**src/rtl/core/nearest_sorted_distance_max_top_defines.svh**
```systemverilog
// Assertion macros for the nearest sorted distance block.
// Included by the RTL files that carry concurrent assertions; expects clk_i and rst_ni.
`ifndef NEAREST_SORTED_DISTANCE_MAX_TOP_DEFINES_SVH
`define NEAREST_SORTED_DISTANCE_MAX_TOP_DEFINES_SVH
`ifndef NO_ASSERTIONS
// Check on every rising edge outside reset.
`define NSDM_ASSERT(name, prop, msg) \
  name: assert property (@(posedge clk_i) disable iff (!rst_ni) (prop)) else $error(msg);
// Check on every rising edge, reset included.
`define NSDM_ASSERT_ALWAYS(name, prop, msg) \
  name: assert property (@(posedge clk_i) (prop)) else $error(msg);
`else
`define NSDM_ASSERT(name, prop, msg)
`define NSDM_ASSERT_ALWAYS(name, prop, msg)
`endif
`endif

```
**src/rtl/core/nsdm_pkg.sv**
```systemverilog
// Shared types and constants for the nearest sorted distance block.
// No dependencies; imported by the interfaces, the cells, the control and the top level.
`default_nettype none
package nsdm_pkg;

  localparam int DEF_STORE_DEPTH = 1024;
  localparam int DEF_POS_WIDTH   = 32;
  // cells whose candidates are collected per scan cycle
  localparam int SCAN_LANES      = 64;

  typedef enum logic [1:0] {
    OP_CLEAR  = 2'd0,
    OP_INSERT = 2'd1,
    OP_QUERY  = 2'd2
  } op_e;

  typedef enum logic [1:0] {
    ST_OK    = 2'd0,
    ST_FULL  = 2'd1,
    ST_EMPTY = 2'd2
  } status_e;

  typedef struct packed {
    logic ins;    // sorted insert of pos into the chain
    logic load;   // capture floor and ceiling candidates
    logic shift;  // advance candidates toward the chain end
  } cell_cmd_t;

endpackage
`default_nettype wire

```
**src/rtl/core/nsdm_cell.sv**
```systemverilog
// One cell of the sorted chain: holds one stored position and its query candidates.
// Depends on nsdm_pkg for the command struct.
`default_nettype none
module nsdm_cell #(
  parameter int STORE_DEPTH = nsdm_pkg::DEF_STORE_DEPTH,
  parameter int POS_WIDTH   = nsdm_pkg::DEF_POS_WIDTH,
  parameter int IDX         = 0,
  parameter int CNT_W       = $clog2(STORE_DEPTH + 1)
) (
  input  wire                   clk_i,
  input  wire nsdm_pkg::cell_cmd_t cmd_i,
  input  wire [POS_WIDTH-1:0]   pos_i,
  input  wire [CNT_W-1:0]       count_i,
  input  wire [POS_WIDTH-1:0]   val_left_i,
  input  wire                   gt_left_i,
  input  wire                   lt_left_i,
  input  wire                   le_right_i,
  input  wire [POS_WIDTH-1:0]   fcand_in_i,
  input  wire                   fvld_in_i,
  input  wire [POS_WIDTH-1:0]   ccand_in_i,
  input  wire                   cvld_in_i,
  output logic [POS_WIDTH-1:0]  val_o,
  output logic                  gt_o,
  output logic                  lt_o,
  output logic                  le_o,
  output logic [POS_WIDTH-1:0]  fcand_o,
  output logic                  fvld_o,
  output logic [POS_WIDTH-1:0]  ccand_o,
  output logic                  cvld_o
);
  import nsdm_pkg::*;

  localparam logic [CNT_W-1:0] IDX_C = CNT_W'(IDX);

  logic [POS_WIDTH-1:0] val_q, val_d;
  logic [POS_WIDTH-1:0] fcand_q, fcand_d, ccand_q, ccand_d;
  logic                 fvld_q, fvld_d, cvld_q, cvld_d;
  logic                 occ, floor_hit, ceil_hit;

  assign occ  = IDX_C < count_i;
  assign gt_o = occ && (val_q > pos_i);
  assign lt_o = occ && (val_q < pos_i);
  assign le_o = occ && !gt_o;

  // floor: last cell not above pos; ceiling: first cell not below pos
  assign floor_hit = le_o && !le_right_i;
  assign ceil_hit  = occ && !lt_o && lt_left_i;

  always_comb begin
    val_d = val_q;
    if (cmd_i.ins) begin
      if (gt_left_i) begin
        val_d = val_left_i;
      end else if (gt_o || (IDX_C == count_i)) begin
        val_d = pos_i;
      end
    end
  end

  always_comb begin
    fcand_d = fcand_q;
    fvld_d  = fvld_q;
    ccand_d = ccand_q;
    cvld_d  = cvld_q;
    if (cmd_i.load) begin
      fcand_d = floor_hit ? val_q : '0;
      fvld_d  = floor_hit;
      ccand_d = ceil_hit ? val_q : '0;
      cvld_d  = ceil_hit;
    end else if (cmd_i.shift) begin
      fcand_d = fcand_in_i;
      fvld_d  = fvld_in_i;
      ccand_d = ccand_in_i;
      cvld_d  = cvld_in_i;
    end
  end

  always_ff @(posedge clk_i) begin
    val_q   <= val_d;
    fcand_q <= fcand_d;
    fvld_q  <= fvld_d;
    ccand_q <= ccand_d;
    cvld_q  <= cvld_d;
  end

  assign val_o   = val_q;
  assign fcand_o = fcand_q;
  assign fvld_o  = fvld_q;
  assign ccand_o = ccand_q;
  assign cvld_o  = cvld_q;

endmodule
`default_nettype wire

```
**config.mk**
```make
export PLATFORM = sky130hd
export DESIGN_NAME = nsdm_cell
export DESIGN_NICKNAME = d
export VERILOG_FILES = /design/src/rtl/core/nearest_sorted_distance_max_top_defines.svh /design/src/rtl/core/nsdm_pkg.sv /design/src/rtl/core/nsdm_cell.sv
export SDC_FILE = /design/constraint.sdc
export NUM_CORES = 1
export LEC_CHECK = 0
export BUFFER_PORTS_ARGS = -buffer_cell sky130_fd_sc_hd__clkbuf_2
export CORE_ASPECT_RATIO = 1.25
export CORE_MARGIN = 5
export CORE_UTILIZATION = 48
export CTS_BUF_LIST = sky130_fd_sc_hd__clkbuf_2 sky130_fd_sc_hd__clkbuf_4 sky130_fd_sc_hd__clkbuf_8
export CTS_CLUSTER_SIZE = 12
export DETAILED_ROUTE_END_ITERATION = 12
export PLACE_DENSITY = 0.9
export SLEW_MARGIN = 0
export SYNTH_ARGS = -nofsm -noshare
export SYNTH_HDL_FRONTEND = slang
export SYNTH_SLANG_ARGS = --single-unit
```
**constraint.sdc**
```tcl
create_clock -name clk_i -period 4.7 [get_ports clk_i]
set_input_delay 0.47 -clock clk_i [delete_from_list [all_inputs] [get_ports clk_i]]
set_output_delay 0.47 -clock clk_i [all_outputs]
set_load 0.02 [all_outputs]
```
==> results of run 1 <==
## sequential cells by signal (all words and copies together), names as in the netlist
name     cells
fcand_o     32
cvld_o       1
ccand_o     32
val_o       32
fvld_o       1
## power groups by stage
stage / Sequential (mW) / Combinational [mW] / Clock (mW)
global placement: 1.12 / 0.459 / 0
CTS: 1.10 / 0.476 / 0.593
floorplan: 1.21 / 0.185 / 0
detailed placement: 1.12 / 0.474 / 0
global route: 1.11 / 0.513 / 0.625
finish: 1.10 / 0.472 / 0.585
## synthesized netlist by cell type, drive strengths merged, types with 2 or more instances
| cell type | count |
|---|---|
| nand3 | 4 |
| a211oi | 2 |
| nor2 | 3 |
| o2bb2ai | 32 |
| buf | 9 |
| ha | 32 |
| o21a | 2 |
| inv | 36 |
| a21o | 3 |
| edfxtp | 98 |
| a22o | 32 |
| nand4 | 8 |
| a21oi | 15 |
| o21ai | 35 |
| nor3 | 2 |
| clkbuf | 14 |
| nor4 | 4 |
| nand2 | 70 |
## final cells by class
type                    instances  area share
repair buffers                252       0.193
clock buffers                   9      0.0188
flip-flops and latches         98       0.447
clock inverters                 6      0.0124
multi-input cells             255       0.283
inverters                      36      0.0205
well taps                     129      0.0245
## per-layer routing
layer | up-vias | GRT usage | wire (um)
met2 | 279 | 0.418 | 8010
met4 | 0 | 0.0806 | 304
met3 | 24 | 0.0437 | 1400
met1 | 2036 | 0.282 | 5470
li1 | 2032 | - | -
met5 | - | 0 | 0
## worst register-to-register path: stages (launching register included)
cell and delay, ns:
edfxtp_1 0.45, ha_1 0.36, nand4_1 0.27, nor4_4 0.47, o41ai_4 0.20, o221ai_4 0.54, o21a_2 0.73
## kinds of logic after synthesis
family                     synth area share
and+or+nand+nor                      0.0860
buffers and inverters                0.0506
muxes                               0.00223
adders and majority gates            0.0793
DFF                                   0.583
AOI/OAI and AO/OA                     0.199
## path summary, 6_finish.rpt
kind / start / end / slack [ns] / cells after the start
max reg2reg: val_o[31] / val_o[30] / 1.29 / 6
min: fcand_in_i[20] / fcand_o[20] / 0.39 / 2
max: val_o[31] / le_o / 0.99 / 8
min reg2reg: val_o[31] / ccand_o[31] / 0.66 / 1
## per-stage QoR
stage / instance area (um2) / total power [mW] / worst slack (ns)
after floorplan: 5050 / 1.40 / 1.60
after global placement: 6370 / 1.58 / 1.20
after detailed placement: 6370 / 1.60 / 1.11
after CTS: 6580 / 2.17 / 0.897
after global routing: 6580 / 2.25 / 0.730
final: 6580 / 2.16 / 0.991
==> out/results.tsv, run 1 <==
metric	value	unit
final_common_cell	clkbuf_2	
critPathTopFamily	simple AND/OR/NAND/NOR gates	
dieArea	12700	um2
crit_path_cell_trace	ha_1, nand4_1, nor4_4, o41ai_4, o221ai_4, buf_4, inv_1, clkbuf_2	
grt_usage	0.236	
drt_iter0_drc	228	
syn_to_final_growth	30.3	%
powerDensity	329	nW/um2
setup_viol	0	
netlist_area	5050	um2
p_sw_frac	0.292	
start_util	0.494	
syn_nets	592	
critPathBufInv	3	
place_inst	770	
pwr-share-comb	0.218	
hold_class	in2reg	
antenna_left	0	
worst_slew_pin_slew	1.14	ns
path_class	reg2out	
cts_max_path_buffers	2	
wl_per_cell	19.3	um
ys_seq_area_frac	0.583	
slowest_delay	0.54	ns
clkTransAtPathRegs	0.10	ns
die_h	125	um
vias	4371	
internal_power	1.53	mW
crit_slowest_cell	o221ai_4	
grt_overflow_total	0	
nets	832	
syn_inst	412	
fin_util	0.644	
fill_cells	799	
finalNonFillerCells	785	
cp.required	4.23	ns
clockPowerShare	0.271	
finalMaxSlewViolations	0	
ys_async_sr_fraction	0	
htreeDepth	3	
port_buffers	248	
finalHoldViolCount	0	
fmax	270	MHz
mostFrequentLayoutCells	248 x clkbuf_2, 98 x edfxtp_1, 70 x nand2_1	
yosysTopAreaCell	edfxtp_1	
p_sw	631	uW
critPathArrivalTime	3.24	ns
vdd.ir_drop.worst	0.157	mV
status	finished clean	
clkSinkCount	98	
cts_tree	done	
die_w	102	um
grt_first_pass_wirelength	23400	um
wirelength	15200	um
rows	41	
drc	0	
ys_warn_count	0	
crit_fanout	18	
period_needed	3.71	ns
seqPwrFrac	0.511	
antennaDiodeCount	0	
grt_max_degree	67	
multi_input_area	1860	um2
synth_top_area_frac	0.583	
p_leak	3.09	nW
dominantRegCellSynth	edfxtp_1	
core	10200	um2
regArea	2940	um2
hpwl	11600	um
routabilityCongestion	0.870	
relSlewSlack	0.239	
critPathLaunchType	flop	
endpoint_kind	output port	
syn_area_per_cell	12.3	um2
whs	0.392	ns
synth-edff-count	98	
post_cts_resized	0	
drtPass1Iterations	4	
cts_buffers	9	
drive_gt1_frac	0.473	
synth_cell_types	37	
worst_skew_pair.late_latency	0.35	ns
ys_top_cells_by_area	edfxtp_1 58%, ha_1 7.9%, a22o_2 5.8%	
grt_pass1_vias	4600	
hold_buffers	0	
cts_root_buf	clkbuf_8	
finalCritPeriodShare	0.789	
vias_per_cell	5.57	
antenna_found_initial	0	
skew	0.0119	ns
pin_count	249	
setup-tns-final	0	ns
post_cts_buffers	0	
rsz0062_at_grt	no	
synth-seq-cells	98	
max_cap_viol_count	0	
No activity file was read; power rests on OpenSTA's default activity.
==> inputs of run 2 (changes only) <==
Settings changed: ABC_AREA set to 1, CORE_UTILIZATION 48 to 44, PLACE_DENSITY 0.9 to 0.86.
Clock period 4.7 ns to 3.3 ns, I/O delays scaled along.
==> out/results.tsv, run 2 <==
metric	value	unit	change
finalMaxSlewViolations	0		unchanged
core	11700	um2	was 10200 um2
die_h	132	um	was 125 um
path_class	reg2out		unchanged
worst_slew_pin_slew	0.988	ns	was 1.14 ns
clkSinkCount	98		unchanged
placed_area	6630	um2	was 6370 um2
finalNonFillerCells	954		was 785
fill_cells	1074		was 799
p_sw	933	uW	was 631 uW
cp.required	2.97	ns	was 4.23 ns
crit_fanout	35		was 18
fin_util	0.586		was 0.644
grt_first_pass_wirelength	23600	um	was 23400 um
critPathArrivalTime	2.53	ns	was 3.24 ns
syn_to_final_growth	30.0	%	was 30.3%
hold_buffers	0		unchanged
wirelength	15100	um	was 15200 um
clkTransAtPathRegs	0.10	ns	about the same
ys_top_cells_by_area	edfxtp_1 56%, nand2_1 12%, ha_1 7.6%		was edfxtp_1 58%, ha_1 7.9%, a22o_2 5.8%
grt_usage	0.214		was 0.236
pwr-share-comb	0.228		was 0.218
vias_per_cell	4.88		was 5.57
netlist_area	5260	um2	was 5050 um2
post_cts_buffers	0		unchanged
postLayoutCellArea	6840	um2	was 6580 um2
synth_common_cells	175 x nand2_1, 98 x edfxtp_1, 75 x inv_1, 36 x o21ai_0, 35 x nand3_1		was 98 x edfxtp_1, 70 x nand2_1, 36 x inv_1, 35 x o21ai_0
synth_top_area_frac	0.560		was 0.583
mostFrequentLayoutCells	248 x clkbuf_2, 175 x nand2_1, 98 x edfxtp_1		was 248 x clkbuf_2, 98 x edfxtp_1, 70 x nand2_1
synthMostInstantiatedCell	nand2_1		was edfxtp_1
syn_area_per_cell	9.63	um2	was 12.3 um2
die_w	108	um	was 102 um
antenna_found_initial	0		unchanged
cts_root_buf	clkbuf_8		unchanged
antennaDiodeCount	0		unchanged
post_cts_resized	0		unchanged
port_buffers	248		unchanged
p_leak	3.58	nW	was 3.09 nW
synth-seq-cells	98		unchanged
regArea	2940	um2	unchanged
setup_viol	0		unchanged
multi_input_area	1910	um2	was 1860 um2
period_needed	2.86	ns	
grt_pass1_vias	4680		was 4600
syn_inst	546		was 412
nets	968		was 832
rrSetupSlack	0.67	ns	was 1.29 ns
routabilityCongestion	0.815		was 0.870
finalHoldViolCount	0		unchanged
worst_skew_pair.late_latency	0.37	ns	was 0.35 ns
wl_per_cell	15.9	um	was 19.3 um
finalCritPeriodShare	0.867		
final_common_cell	clkbuf_2		unchanged
hold_class	in2reg		unchanged
clockPowerShare	0.257		was 0.271
max_cap_viol_count	0		unchanged
drc	0		unchanged
drive_gt1_frac	0.387		was 0.473
p_sw_frac	0.307		was 0.292
internal_power	2.11	mW	was 1.53 mW
cts_tree	done		unchanged
rows	44		was 41
setup-tns-final	0	ns	unchanged
seqPwrFrac	0.515		was 0.511
syn_nets	726		was 592
place_inst	938		was 770
vias	4652		was 4371
pin_count	249		unchanged
antenna_left	0		unchanged
hpwl	11700	um	was 11600 um
ys_seq_area_frac	0.560		was 0.583
dominantRegCellSynth	edfxtp_1		unchanged
cts_buffers	9		unchanged
drtPass1Iterations	5		was 4
powerDensity	445	nW/um2	was 329 nW/um2
grt_max_degree	67		unchanged
whs	0.228	ns	was 0.392 ns
rsz0062_at_grt	no		unchanged
cts_max_path_buffers	2		unchanged
relSlewSlack	0.339		was 0.239
critPathLaunchType	flop		unchanged
htreeDepth	3		unchanged
start_util	0.451		was 0.494
dieArea	14300	um2	was 12700 um2
endpoint_kind	output port		unchanged
yosysTopAreaCell	edfxtp_1		unchanged
skew	0.0120	ns	was 0.0119 ns
grt_overflow_total	0		unchanged
fmax	350	MHz	
synth_cell_types	25		was 37
status	finished clean		unchanged
drt_iter0_drc	176		was 228
synth-edff-count	98		unchanged
ys_async_sr_fraction	0		unchanged
vdd.ir_drop.worst	0.254	mV	was 0.157 mV
ys_warn_count	0		unchanged
==> run 2: cell types whose count changed in the layout (fill, tap and decap cells not counted), sizes merged, moves of 14 or more <==
cell,delta
nor2,+14
nand3,+32
a22o,-32
o2bb2ai,-32
inv,+40
o21ai,+30
nand2,+107
==> run 2: power by group through the flow <==
stage / registers [mW] / clock network (mW) / logic, mW
after detailed placement: 1.59 / 0 / 0.696
after global routing: 1.58 / 0.868 / 0.768
after global placement: 1.59 / 0 / 0.683
after floorplan: 1.72 / 0 / 0.281
after CTS: 1.57 / 0.801 / 0.700
final: 1.56 / 0.781 / 0.694
==> run 2: metrics by stage <==
step,power (mW),worst slack (ns)
after floorplan,2.00,0.681
after global placement,2.27,0.600
after detailed placement,2.29,0.591
after CTS,3.07,0.281
after global routing,3.21,0.0713
final,3.04,0.440
==> run 2: final cells by class <==
type                    count  area share
clock buffers              10      0.0192
clock inverters             6     0.00970
inverters                  76      0.0417
multi-input cells         349       0.279
flip-flops and latches     98       0.430
well taps                 161      0.0295
repair buffers            254       0.190
==> run 2: per-layer routing <==
layer  GRT usage  routed length [um]
met1       0.235                5530
met4      0.0688                 299
met3      0.0568                1330
met5           0                   0
met2       0.393                7970
==> run 2: final timing paths <==
path	start	to	depth (start not counted)
worst min register to register	val_o[7]	fcand_o[7]	2
worst max register to register	val_o[23]	ccand_o[31]	9
worst min-delay path	fcand_in_i[13]	fcand_o[13]	3
worst max-delay path	val_o[23]	le_o	11
==> run 2: kinds of logic (layout without fill, tap and decap cells) <==
group           count (synthesis)  in the layout  synth area share
flops                          98             98             0.560
compound gates                 80             80            0.0978
buf+inv                        99            346            0.0799
simple gates                  237            237             0.187
fa+ha+maj                      32             32            0.0761
==> run 2: critical path, stage by stage (launching register included) <==
cell and delay (ns):
edfxtp_1 0.46, ha_1 0.32, nand2_1 0.07, nor2_1 0.19, nand4_1 0.15, nor2_2 0.13, nand2_1 0.07, nand2_2 0.15
nand2_8 0.20, nor2_1 0.19, nor2_1 0.05, clkbuf_2 0.18
