<file path="src/rtl/core/nearest_sorted_distance_max_top_defines.svh">
// Assertion macros for the nearest sorted distance block.
// Included by the RTL files that carry concurrent assertions; expects clk_i and rst_ni.
`ifndef NEAREST_SORTED_DISTANCE_MAX_TOP_DEFINES_SVH
`define NEAREST_SORTED_DISTANCE_MAX_TOP_DEFINES_SVH
`ifndef NO_ASSERTIONS
// Check on every rising edge outside reset.
`define NSDM_ASSERT(name, prop, msg) \
  name: assert property (@(posedge clk_i) disable iff (!rst_ni) (prop)) else $error(msg);
// Check on every rising edge, reset included.
`define NSDM_ASSERT_ALWAYS(name, prop, msg) \
  name: assert property (@(posedge clk_i) (prop)) else $error(msg);
`else
`define NSDM_ASSERT(name, prop, msg)
`define NSDM_ASSERT_ALWAYS(name, prop, msg)
`endif
`endif

</file>
<file path="src/rtl/core/nsdm_pkg.sv">
// Shared types and constants for the nearest sorted distance block.
// No dependencies; imported by the interfaces, the cells, the control and the top level.
`default_nettype none
package nsdm_pkg;

  localparam int DEF_STORE_DEPTH = 1024;
  localparam int DEF_POS_WIDTH   = 32;
  // cells whose candidates are collected per scan cycle
  localparam int SCAN_LANES      = 64;

  typedef enum logic [1:0] {
    OP_CLEAR  = 2'd0,
    OP_INSERT = 2'd1,
    OP_QUERY  = 2'd2
  } op_e;

  typedef enum logic [1:0] {
    ST_OK    = 2'd0,
    ST_FULL  = 2'd1,
    ST_EMPTY = 2'd2
  } status_e;

  typedef struct packed {
    logic ins;    // sorted insert of pos into the chain
    logic load;   // capture floor and ceiling candidates
    logic shift;  // advance candidates toward the chain end
  } cell_cmd_t;

endpackage
`default_nettype wire

</file>
<file path="src/rtl/core/nsdm_ifs.sv">
// Valid/ready channel interfaces for items in and results out.
// Depends on nsdm_pkg for the default position width.
`default_nettype none
interface nsdm_in_if #(
  parameter int POS_WIDTH = nsdm_pkg::DEF_POS_WIDTH
);
  logic                 valid;
  logic                 ready;
  logic [1:0]           opcode;
  logic [POS_WIDTH-1:0] position;

  modport source (output valid, output opcode, output position, input ready);
  modport sink   (input valid, input opcode, input position, output ready);
endinterface

interface nsdm_out_if #(
  parameter int POS_WIDTH = nsdm_pkg::DEF_POS_WIDTH
);
  logic                 valid;
  logic                 ready;
  logic [1:0]           status;
  logic [POS_WIDTH-1:0] nearest_distance;
  logic [POS_WIDTH-1:0] max_distance;
  logic                 max_unbounded;
  logic                 max_valid;

  modport source (output valid, output status, output nearest_distance,
                  output max_distance, output max_unbounded, output max_valid,
                  input ready);
  modport sink   (input valid, input status, input nearest_distance,
                  input max_distance, input max_unbounded, input max_valid,
                  output ready);
endinterface
`default_nettype wire

</file>
<file path="src/rtl/core/nsdm_ctrl.sv">
// Sequencer for the nearest sorted distance block: handshakes, count, running maximum.
// Depends on nsdm_pkg, nsdm_ifs and the assertion macro header.
`default_nettype none
`include "nearest_sorted_distance_max_top_defines.svh"
module nsdm_ctrl #(
  parameter int STORE_DEPTH = nsdm_pkg::DEF_STORE_DEPTH,
  parameter int POS_WIDTH   = nsdm_pkg::DEF_POS_WIDTH,
  parameter int NUM_SCAN    = 1,
  parameter int CNT_W       = $clog2(STORE_DEPTH + 1)
) (
  input  wire                  clk_i,
  input  wire                  rst_ni,
  nsdm_in_if.sink              in_i,
  nsdm_out_if.source           out_o,
  output nsdm_pkg::cell_cmd_t  cmd_o,
  output logic [POS_WIDTH-1:0] pos_o,
  output logic [CNT_W-1:0]     count_o,
  input  wire [POS_WIDTH-1:0]  fcol_i,
  input  wire                  fvld_i,
  input  wire [POS_WIDTH-1:0]  ccol_i,
  input  wire                  cvld_i
);
  import nsdm_pkg::*;

  localparam int                SCAN_W  = (NUM_SCAN > 1) ? $clog2(NUM_SCAN) : 1;
  localparam logic [SCAN_W-1:0] SCAN_LAST = SCAN_W'(NUM_SCAN - 1);
  localparam logic [CNT_W-1:0]  DEPTH_C = CNT_W'(STORE_DEPTH);

  typedef enum logic [5:0] {
    S_IDLE  = 6'b000001,
    S_EXEC  = 6'b000010,
    S_SCAN  = 6'b000100,
    S_DIST  = 6'b001000,
    S_MAXUP = 6'b010000,
    S_RESP  = 6'b100000
  } state_e;

  state_e               state_q, state_d;
  logic [1:0]           op_q, op_d;
  logic [POS_WIDTH-1:0] pos_q, pos_d;
  logic [CNT_W-1:0]     count_q, count_d;
  logic [POS_WIDTH-1:0] max_q, max_d;
  logic                 unb_q, unb_d, seen_q, seen_d;
  logic [SCAN_W-1:0]    scan_q, scan_d;
  logic [POS_WIDTH-1:0] facc_q, facc_d, cacc_q, cacc_d;
  logic                 fhave_q, fhave_d, chave_q, chave_d;
  logic [POS_WIDTH-1:0] dist_q, dist_d;
  logic [1:0]           res_status_q, res_status_d;
  logic [POS_WIDTH-1:0] res_dist_q, res_dist_d;
  logic                 ovalid_q, ovalid_d;
  logic [1:0]           ostatus_q, ostatus_d;
  logic [POS_WIDTH-1:0] odist_q, odist_d, omax_q, omax_d;
  logic                 ounb_q, ounb_d, oseen_q, oseen_d;
  logic [POS_WIDTH-1:0] fdist, cdist;
  logic                 in_fire;

  assign in_i.ready = (state_q == S_IDLE);
  assign in_fire    = in_i.valid && in_i.ready;

  assign fdist = pos_q - facc_q;
  assign cdist = cacc_q - pos_q;

  always_comb begin
    state_d      = state_q;
    op_d         = op_q;
    pos_d        = pos_q;
    count_d      = count_q;
    max_d        = max_q;
    unb_d        = unb_q;
    seen_d       = seen_q;
    scan_d       = scan_q;
    facc_d       = facc_q;
    cacc_d       = cacc_q;
    fhave_d      = fhave_q;
    chave_d      = chave_q;
    dist_d       = dist_q;
    res_status_d = res_status_q;
    res_dist_d   = res_dist_q;
    ovalid_d     = ovalid_q;
    ostatus_d    = ostatus_q;
    odist_d      = odist_q;
    omax_d       = omax_q;
    ounb_d       = ounb_q;
    oseen_d      = oseen_q;
    cmd_o        = '0;

    // drop the shown result once taken
    if (ovalid_q && out_o.ready) begin
      ovalid_d = 1'b0;
    end

    case (state_q)
      S_IDLE: begin
        if (in_fire) begin
          op_d    = in_i.opcode;
          pos_d   = in_i.position;
          state_d = S_EXEC;
        end
      end
      S_EXEC: begin
        res_status_d = ST_OK;
        res_dist_d   = '0;
        state_d      = S_RESP;
        case (op_q)
          OP_CLEAR: begin
            count_d = '0;
            max_d   = '0;
            unb_d   = 1'b0;
            seen_d  = 1'b0;
          end
          OP_INSERT: begin
            if (count_q >= DEPTH_C) begin
              res_status_d = ST_FULL;
            end else begin
              cmd_o.ins = 1'b1;
              count_d   = count_q + 1'b1;
            end
          end
          OP_QUERY: begin
            seen_d = 1'b1;
            if (count_q == '0) begin
              res_status_d = ST_EMPTY;
              unb_d        = 1'b1;
            end else begin
              cmd_o.load = 1'b1;
              scan_d     = '0;
              facc_d     = '0;
              cacc_d     = '0;
              fhave_d    = 1'b0;
              chave_d    = 1'b0;
              state_d    = S_SCAN;
            end
          end
          default: begin
          end
        endcase
      end
      S_SCAN: begin
        // collect the lanes at the chain end, then advance the chain
        cmd_o.shift = 1'b1;
        facc_d      = facc_q | fcol_i;
        cacc_d      = cacc_q | ccol_i;
        fhave_d     = fhave_q | fvld_i;
        chave_d     = chave_q | cvld_i;
        if (scan_q == SCAN_LAST) begin
          state_d = S_DIST;
        end else begin
          scan_d = scan_q + 1'b1;
        end
      end
      S_DIST: begin
        if (!fhave_q) begin
          dist_d = cdist;
        end else if (chave_q && (cdist < fdist)) begin
          dist_d = cdist;
        end else begin
          dist_d = fdist;
        end
        state_d = S_MAXUP;
      end
      S_MAXUP: begin
        res_dist_d = dist_q;
        if (dist_q > max_q) begin
          max_d = dist_q;
        end
        state_d = S_RESP;
      end
      S_RESP: begin
        if (!ovalid_q || out_o.ready) begin
          ovalid_d  = 1'b1;
          ostatus_d = res_status_q;
          odist_d   = res_dist_q;
          omax_d    = max_q;
          ounb_d    = unb_q;
          oseen_d   = seen_q;
          state_d   = S_IDLE;
        end
      end
      default: begin
        state_d = S_IDLE;
      end
    endcase
  end

  always_ff @(posedge clk_i or negedge rst_ni) begin
    if (!rst_ni) begin
      state_q  <= S_IDLE;
      count_q  <= '0;
      max_q    <= '0;
      unb_q    <= 1'b0;
      seen_q   <= 1'b0;
      scan_q   <= '0;
      ovalid_q <= 1'b0;
    end else begin
      state_q  <= state_d;
      count_q  <= count_d;
      max_q    <= max_d;
      unb_q    <= unb_d;
      seen_q   <= seen_d;
      scan_q   <= scan_d;
      ovalid_q <= ovalid_d;
    end
  end

  always_ff @(posedge clk_i) begin
    op_q         <= op_d;
    pos_q        <= pos_d;
    facc_q       <= facc_d;
    cacc_q       <= cacc_d;
    fhave_q      <= fhave_d;
    chave_q      <= chave_d;
    dist_q       <= dist_d;
    res_status_q <= res_status_d;
    res_dist_q   <= res_dist_d;
    ostatus_q    <= ostatus_d;
    odist_q      <= odist_d;
    omax_q       <= omax_d;
    ounb_q       <= ounb_d;
    oseen_q      <= oseen_d;
  end

  assign pos_o   = pos_q;
  assign count_o = count_q;

  assign out_o.valid            = ovalid_q;
  assign out_o.status           = ostatus_q;
  assign out_o.nearest_distance = odist_q;
  assign out_o.max_distance     = omax_q;
  assign out_o.max_unbounded    = ounb_q;
  assign out_o.max_valid        = oseen_q;

  `NSDM_ASSERT(a_count_bound, count_q <= DEPTH_C, "entry count beyond store depth")
  `NSDM_ASSERT(a_full_holds, (state_q == S_EXEC && op_q == OP_INSERT && count_q == DEPTH_C) |=> (count_q == DEPTH_C), "dropped insert changed the count")
  `NSDM_ASSERT(a_max_mono, !(state_q == S_EXEC && op_q == OP_CLEAR) |=> (max_q >= $past(max_q)), "running maximum fell without a clear")

endmodule
`default_nettype wire

</file>
<file path="src/flat_wrapper.sv">
// flat-port wrapper written by rule: the top's interface ports become plain ports
module nsdm_ctrl_flat import nsdm_pkg::*;
#(
  parameter int STORE_DEPTH = nsdm_pkg::DEF_STORE_DEPTH,
  parameter int POS_WIDTH   = nsdm_pkg::DEF_POS_WIDTH,
  parameter int NUM_SCAN    = 1,
  parameter int CNT_W       = $clog2(STORE_DEPTH + 1)
)
  (clk_i, rst_ni, cmd_o, pos_o, count_o, fcol_i, fvld_i, ccol_i, cvld_i, in_i_valid, in_i_opcode, in_i_position, in_i_ready, out_o_valid, out_o_status, out_o_nearest_distance, out_o_max_distance, out_o_max_unbounded, out_o_max_valid, out_o_ready);
  nsdm_in_if #(.POS_WIDTH(POS_WIDTH)) in_i_i ();
  nsdm_out_if #(.POS_WIDTH(POS_WIDTH)) out_o_i ();
  input  wire clk_i;
  input  wire rst_ni;
  output nsdm_pkg::cell_cmd_t cmd_o;
  output logic [POS_WIDTH-1:0] pos_o;
  output logic [CNT_W-1:0] count_o;
  input  wire [POS_WIDTH-1:0] fcol_i;
  input  wire fvld_i;
  input  wire [POS_WIDTH-1:0] ccol_i;
  input  wire cvld_i;
  input wire logic [$bits(in_i_i.valid)-1:0] in_i_valid;
  input wire logic [$bits(in_i_i.opcode)-1:0] in_i_opcode;
  input wire logic [$bits(in_i_i.position)-1:0] in_i_position;
  output wire logic [$bits(in_i_i.ready)-1:0] in_i_ready;
  output wire logic [$bits(out_o_i.valid)-1:0] out_o_valid;
  output wire logic [$bits(out_o_i.status)-1:0] out_o_status;
  output wire logic [$bits(out_o_i.nearest_distance)-1:0] out_o_nearest_distance;
  output wire logic [$bits(out_o_i.max_distance)-1:0] out_o_max_distance;
  output wire logic [$bits(out_o_i.max_unbounded)-1:0] out_o_max_unbounded;
  output wire logic [$bits(out_o_i.max_valid)-1:0] out_o_max_valid;
  input wire logic [$bits(out_o_i.ready)-1:0] out_o_ready;
  assign in_i_i.valid = in_i_valid;
  assign in_i_i.opcode = in_i_opcode;
  assign in_i_i.position = in_i_position;
  assign in_i_ready = in_i_i.ready;
  assign out_o_valid = out_o_i.valid;
  assign out_o_status = out_o_i.status;
  assign out_o_nearest_distance = out_o_i.nearest_distance;
  assign out_o_max_distance = out_o_i.max_distance;
  assign out_o_max_unbounded = out_o_i.max_unbounded;
  assign out_o_max_valid = out_o_i.max_valid;
  assign out_o_i.ready = out_o_ready;
  nsdm_ctrl #(.STORE_DEPTH(STORE_DEPTH), .POS_WIDTH(POS_WIDTH), .NUM_SCAN(NUM_SCAN), .CNT_W(CNT_W)) u_core (.clk_i(clk_i), .rst_ni(rst_ni), .in_i(in_i_i), .out_o(out_o_i), .cmd_o(cmd_o), .pos_o(pos_o), .count_o(count_o), .fcol_i(fcol_i), .fvld_i(fvld_i), .ccol_i(ccol_i), .cvld_i(cvld_i));
endmodule
</file>
<file path="config.mk">
export PLATFORM = sky130hd
export DESIGN_NAME = nsdm_ctrl_flat
export DESIGN_NICKNAME = d
export VERILOG_FILES = /design/src/rtl/core/nsdm_pkg.sv /design/src/rtl/core/nsdm_ifs.sv /design/src/rtl/core/nsdm_ctrl.sv /design/src/flat_wrapper.sv
export VERILOG_INCLUDE_DIRS = /design/src /design/src/rtl/core
export SDC_FILE = /design/constraint.sdc
export NUM_CORES = 1
export LEC_CHECK = 0
export BUFFER_PORTS_ARGS = -buffer_cell sky130_fd_sc_hd__buf_2
export CAP_MARGIN = 15
export CORE_UTILIZATION = 34
export DETAILED_ROUTE_END_ITERATION = 8
export SYNTH_ARGS = -nofsm -noshare
export SYNTH_HDL_FRONTEND = slang
export SYNTH_SLANG_ARGS = --single-unit
</file>
<file path="constraint.sdc">
create_clock -name clk_i -period 9.9 [get_ports clk_i]
set_input_delay 0.99 -clock clk_i [delete_from_list [all_inputs] [get_ports clk_i]]
set_output_delay 0.99 -clock clk_i [all_outputs]
set_load 0.03 [all_outputs]
</file>
==> impl_results.md <==
* Run status: complete, no violations
* Setup violations, final at 0
* Cells after DPL at roughly 2200
* Post-CTS Resized at 0
* Cell variety after synth at 74
* Fmax achieved at 188 MHz
* Core Region at 44300 um^2
* DP HPWL at 26.8 mm
* LEAKAGE at 8.29 nW
* Hold path cells at 0
* Pin slew with the least headroom to its limit at 941 ps
* Worst hold slack at 417 ps
* CP endpoint kind: register
* HP Class: register to register
* Clock root cell: clkbuf_16
* Via density at 4.69
* CTS Hold Bufs at 0
* Most frequent cells in the layout: edfxtp_1 (234), buf_2 (219), nor2_1 (191)
* Post-synth ARST share at 0.182
* GP Congestion at around 0.87
* RSZ-0062 raised after global routing: false
* Maximum vdd drop at between 0.1 and 0.15 mV
* CTS buffer count at 34
* Clk sinks at ~290
* Power Dens Cells at 219 nW/um^2
* Post-Layout Cell Count at between 2000 and 2500
* Cells after Synth at 1388
* Number of synthesized flops with an enable pin at roughly 230
* Syn Nets at about 1600
* Commonest non-fill, non-tap cell in the layout: edfxtp_1
* Clk_skew at 19.6 ps
* Total power at 4.01 mW
* Syn avg cell area at approximately 11 um^2
* Htree depth at 2
* Main synth FF type: edfxtp_1
* Post-synthesis register bit count at 286
* Die H at 214 um
* # fillers at 4305
* Place WS at 4600 ps
* Antenna viol nets, final at 0
* Design Area, Final at approximately 18000 um^2
* Cell Rows at 77
* Placed cell areas at 17100 um^2
* Pre-antenna DRT Iters at 5
* R2R cell count at 19
* Critical path arrival at 5580 ps
* First-pass GRT wire length at approximately 56 mm
* Post-synthesis cell area at 15300 um^2
* Fin. Hold Viols at 0
* GRT overflow at 0
* Io pins at 220
* DRC violation count after routing at 0
* Starting Density at 0.345
* Nets at ~1900
* Tcrit/Tclk final at 0.537
* Largest net degree at the start of global routing at between 60 and 70
* Vias in the first global route at around 11000
* Startpoint types: register
* TritonCTS clock tree: yes
* Max-slew violations at 0
* Worst-path clk slew at around 60 ps
* Later-pin clock latency in the skew report at roughly 540 ps
* Clk buf depth at 3
* Fraction of layout instances using a drive strength above 1 at 0.185
* Initial DRC count at between 600 and 700
* Vias at 10511
* Setup TNS at 0 ps
* Setup Fix Bufs, Post-CTS at 0
* Initial antenna violation count at 0
* Worst Setup Path Type: register to register
* WL per Instance at between 15 and 20 um
* Total wire length at between 30 and 40 mm
* YS warnings at 0
* Die boundary width at 214 um
* Core Util, Final at 0.413
* GRT Util Overall at 0.153
* Slew HR at 0.373
* Critical Path RT at 10160 ps
* PortBufs at between 200 and 250
* Die area at 45800 um^2
* Min setup slack post-route at 4590 ps
* Crit Path Max Fanout at 17
* Period minus WS final at ~5300 ps
* # Max-Cap Violations at 0
* Seq/Total Area, Yosys at 0.545
* ANT cells at 0
* Synthesis-to-finish area growth at 19.6%
[cell type report]
cell class | instances | area, um^2 | share of cell area
Clock buffer | 42 | 902 | 0.0493
Clock inverter | 18 | 263 | 0.0144
Inverter | 155 | 582 | 0.0318
Multi-Input combinational cell | 921 | 6300 | 0.345
Sequential cell | 286 | 8330 | 0.455
Tap cell | 592 | 741 | 0.0405
Timing Repair Buffer | 228 | 1180 | 0.0643
[synth_stat cells, types with 21 or more instances]
cell | n | area, um^2
nor2_1 | 192 | 721
xnor2_1 | 31 | 272
nand3_1 | 21 | 105
clkbuf_1 | 21 | 78.8
dfrtp_1 | 51 | 1280
ha_1 | 130 | 1630
nand2_1 | 118 | 443
xor2_1 | 33 | 289
mux2i_1 | 40 | 400
a21oi_1 | 71 | 355
inv_1 | 154 | 578
a21o_1 | 63 | 473
o21ai_0 | 33 | 165
edfxtp_1 | 234 | 7030
[registers in the layout (all words and copies together), names as in the netlist, 2 cells and up]
signal                         cells
u_core.dist_q                     32
u_core.count_o                    11
u_core.pos_o                      32
u_core.op_q                        2
u_core.out_o.nearest_distance     32
u_core.out_o.status                2
u_core.facc_q                     32
u_core.max_q                      32
u_core.res_dist_q                 32
u_core.res_status_q                2
u_core.cacc_q                     32
u_core.out_o.max_distance         32
u_core.state_q                     6
[final timing paths]
kind	from	end	slack, ps
max	u_core.pos_o[1]	u_core.dist_q[31]	4590
min	u_core.res_dist_q[2]	u_core.out_o.nearest_distance[2]	420
max reg2reg	u_core.pos_o[1]	u_core.dist_q[31]	4590
min reg2reg	u_core.res_dist_q[2]	u_core.out_o.nearest_distance[2]	420
max in group asynchronous	rst_ni	u_core.count_o[9]	8820
min in group asynchronous	rst_ni	u_core.max_q[28]	580
[worst max-delay path, cell delays in order (launching register included)]
cell and delay (ps):
edfxtp_1 430, inv_1 110, ha_1 290, nor2b_1 170
o2111ai_1 180, a211oi_1 470, o311a_1 270, o211ai_1 130
a21oi_2 320, a41oi_1 180, xor2_1 200, inv_1 60
ha_1 300, nand3_1 110, nor4_1 390, o211ai_1 140
a21oi_1 330, or2_1 640, or3_1 200, o2111ai_1 120
[power breakdown]
group,leakage (nW),internal [mW],total (mW),switching (mW)
sequential,2.85,1.45,1.52,0.0634
combinational,4.90,0.441,1.19,0.753
clock,0.554,0.788,1.30,0.512
[logic make-up (layout without fill, tap and decap cells)]
logic type / count (synthesis) / count (layout) / share of synthesized area
adders and majority gates: 132 / 132 / 0.109
buffers and inverters: 181 / 443 / 0.0447
xor gates and xnor gates: 65 / 65 / 0.0381
DFF: 286 / 286 / 0.545
muxes: 42 / 42 / 0.0276
and+or+nand+nor: 422 / 422 / 0.122
AOI/OAI and AO/OA: 260 / 260 / 0.114
[routing by layer]
metal / GRT usage / wire (um) / vias up
li1: - / - / 5377
met4: 0.0393 / 610 / 0
met2: 0.237 / 15400 / 225
met5: 0 / 0 / -
met1: 0.216 / 17700 / 4865
met3: 0.0330 / 1690 / 44
Power figures use the tool's default switching activity.
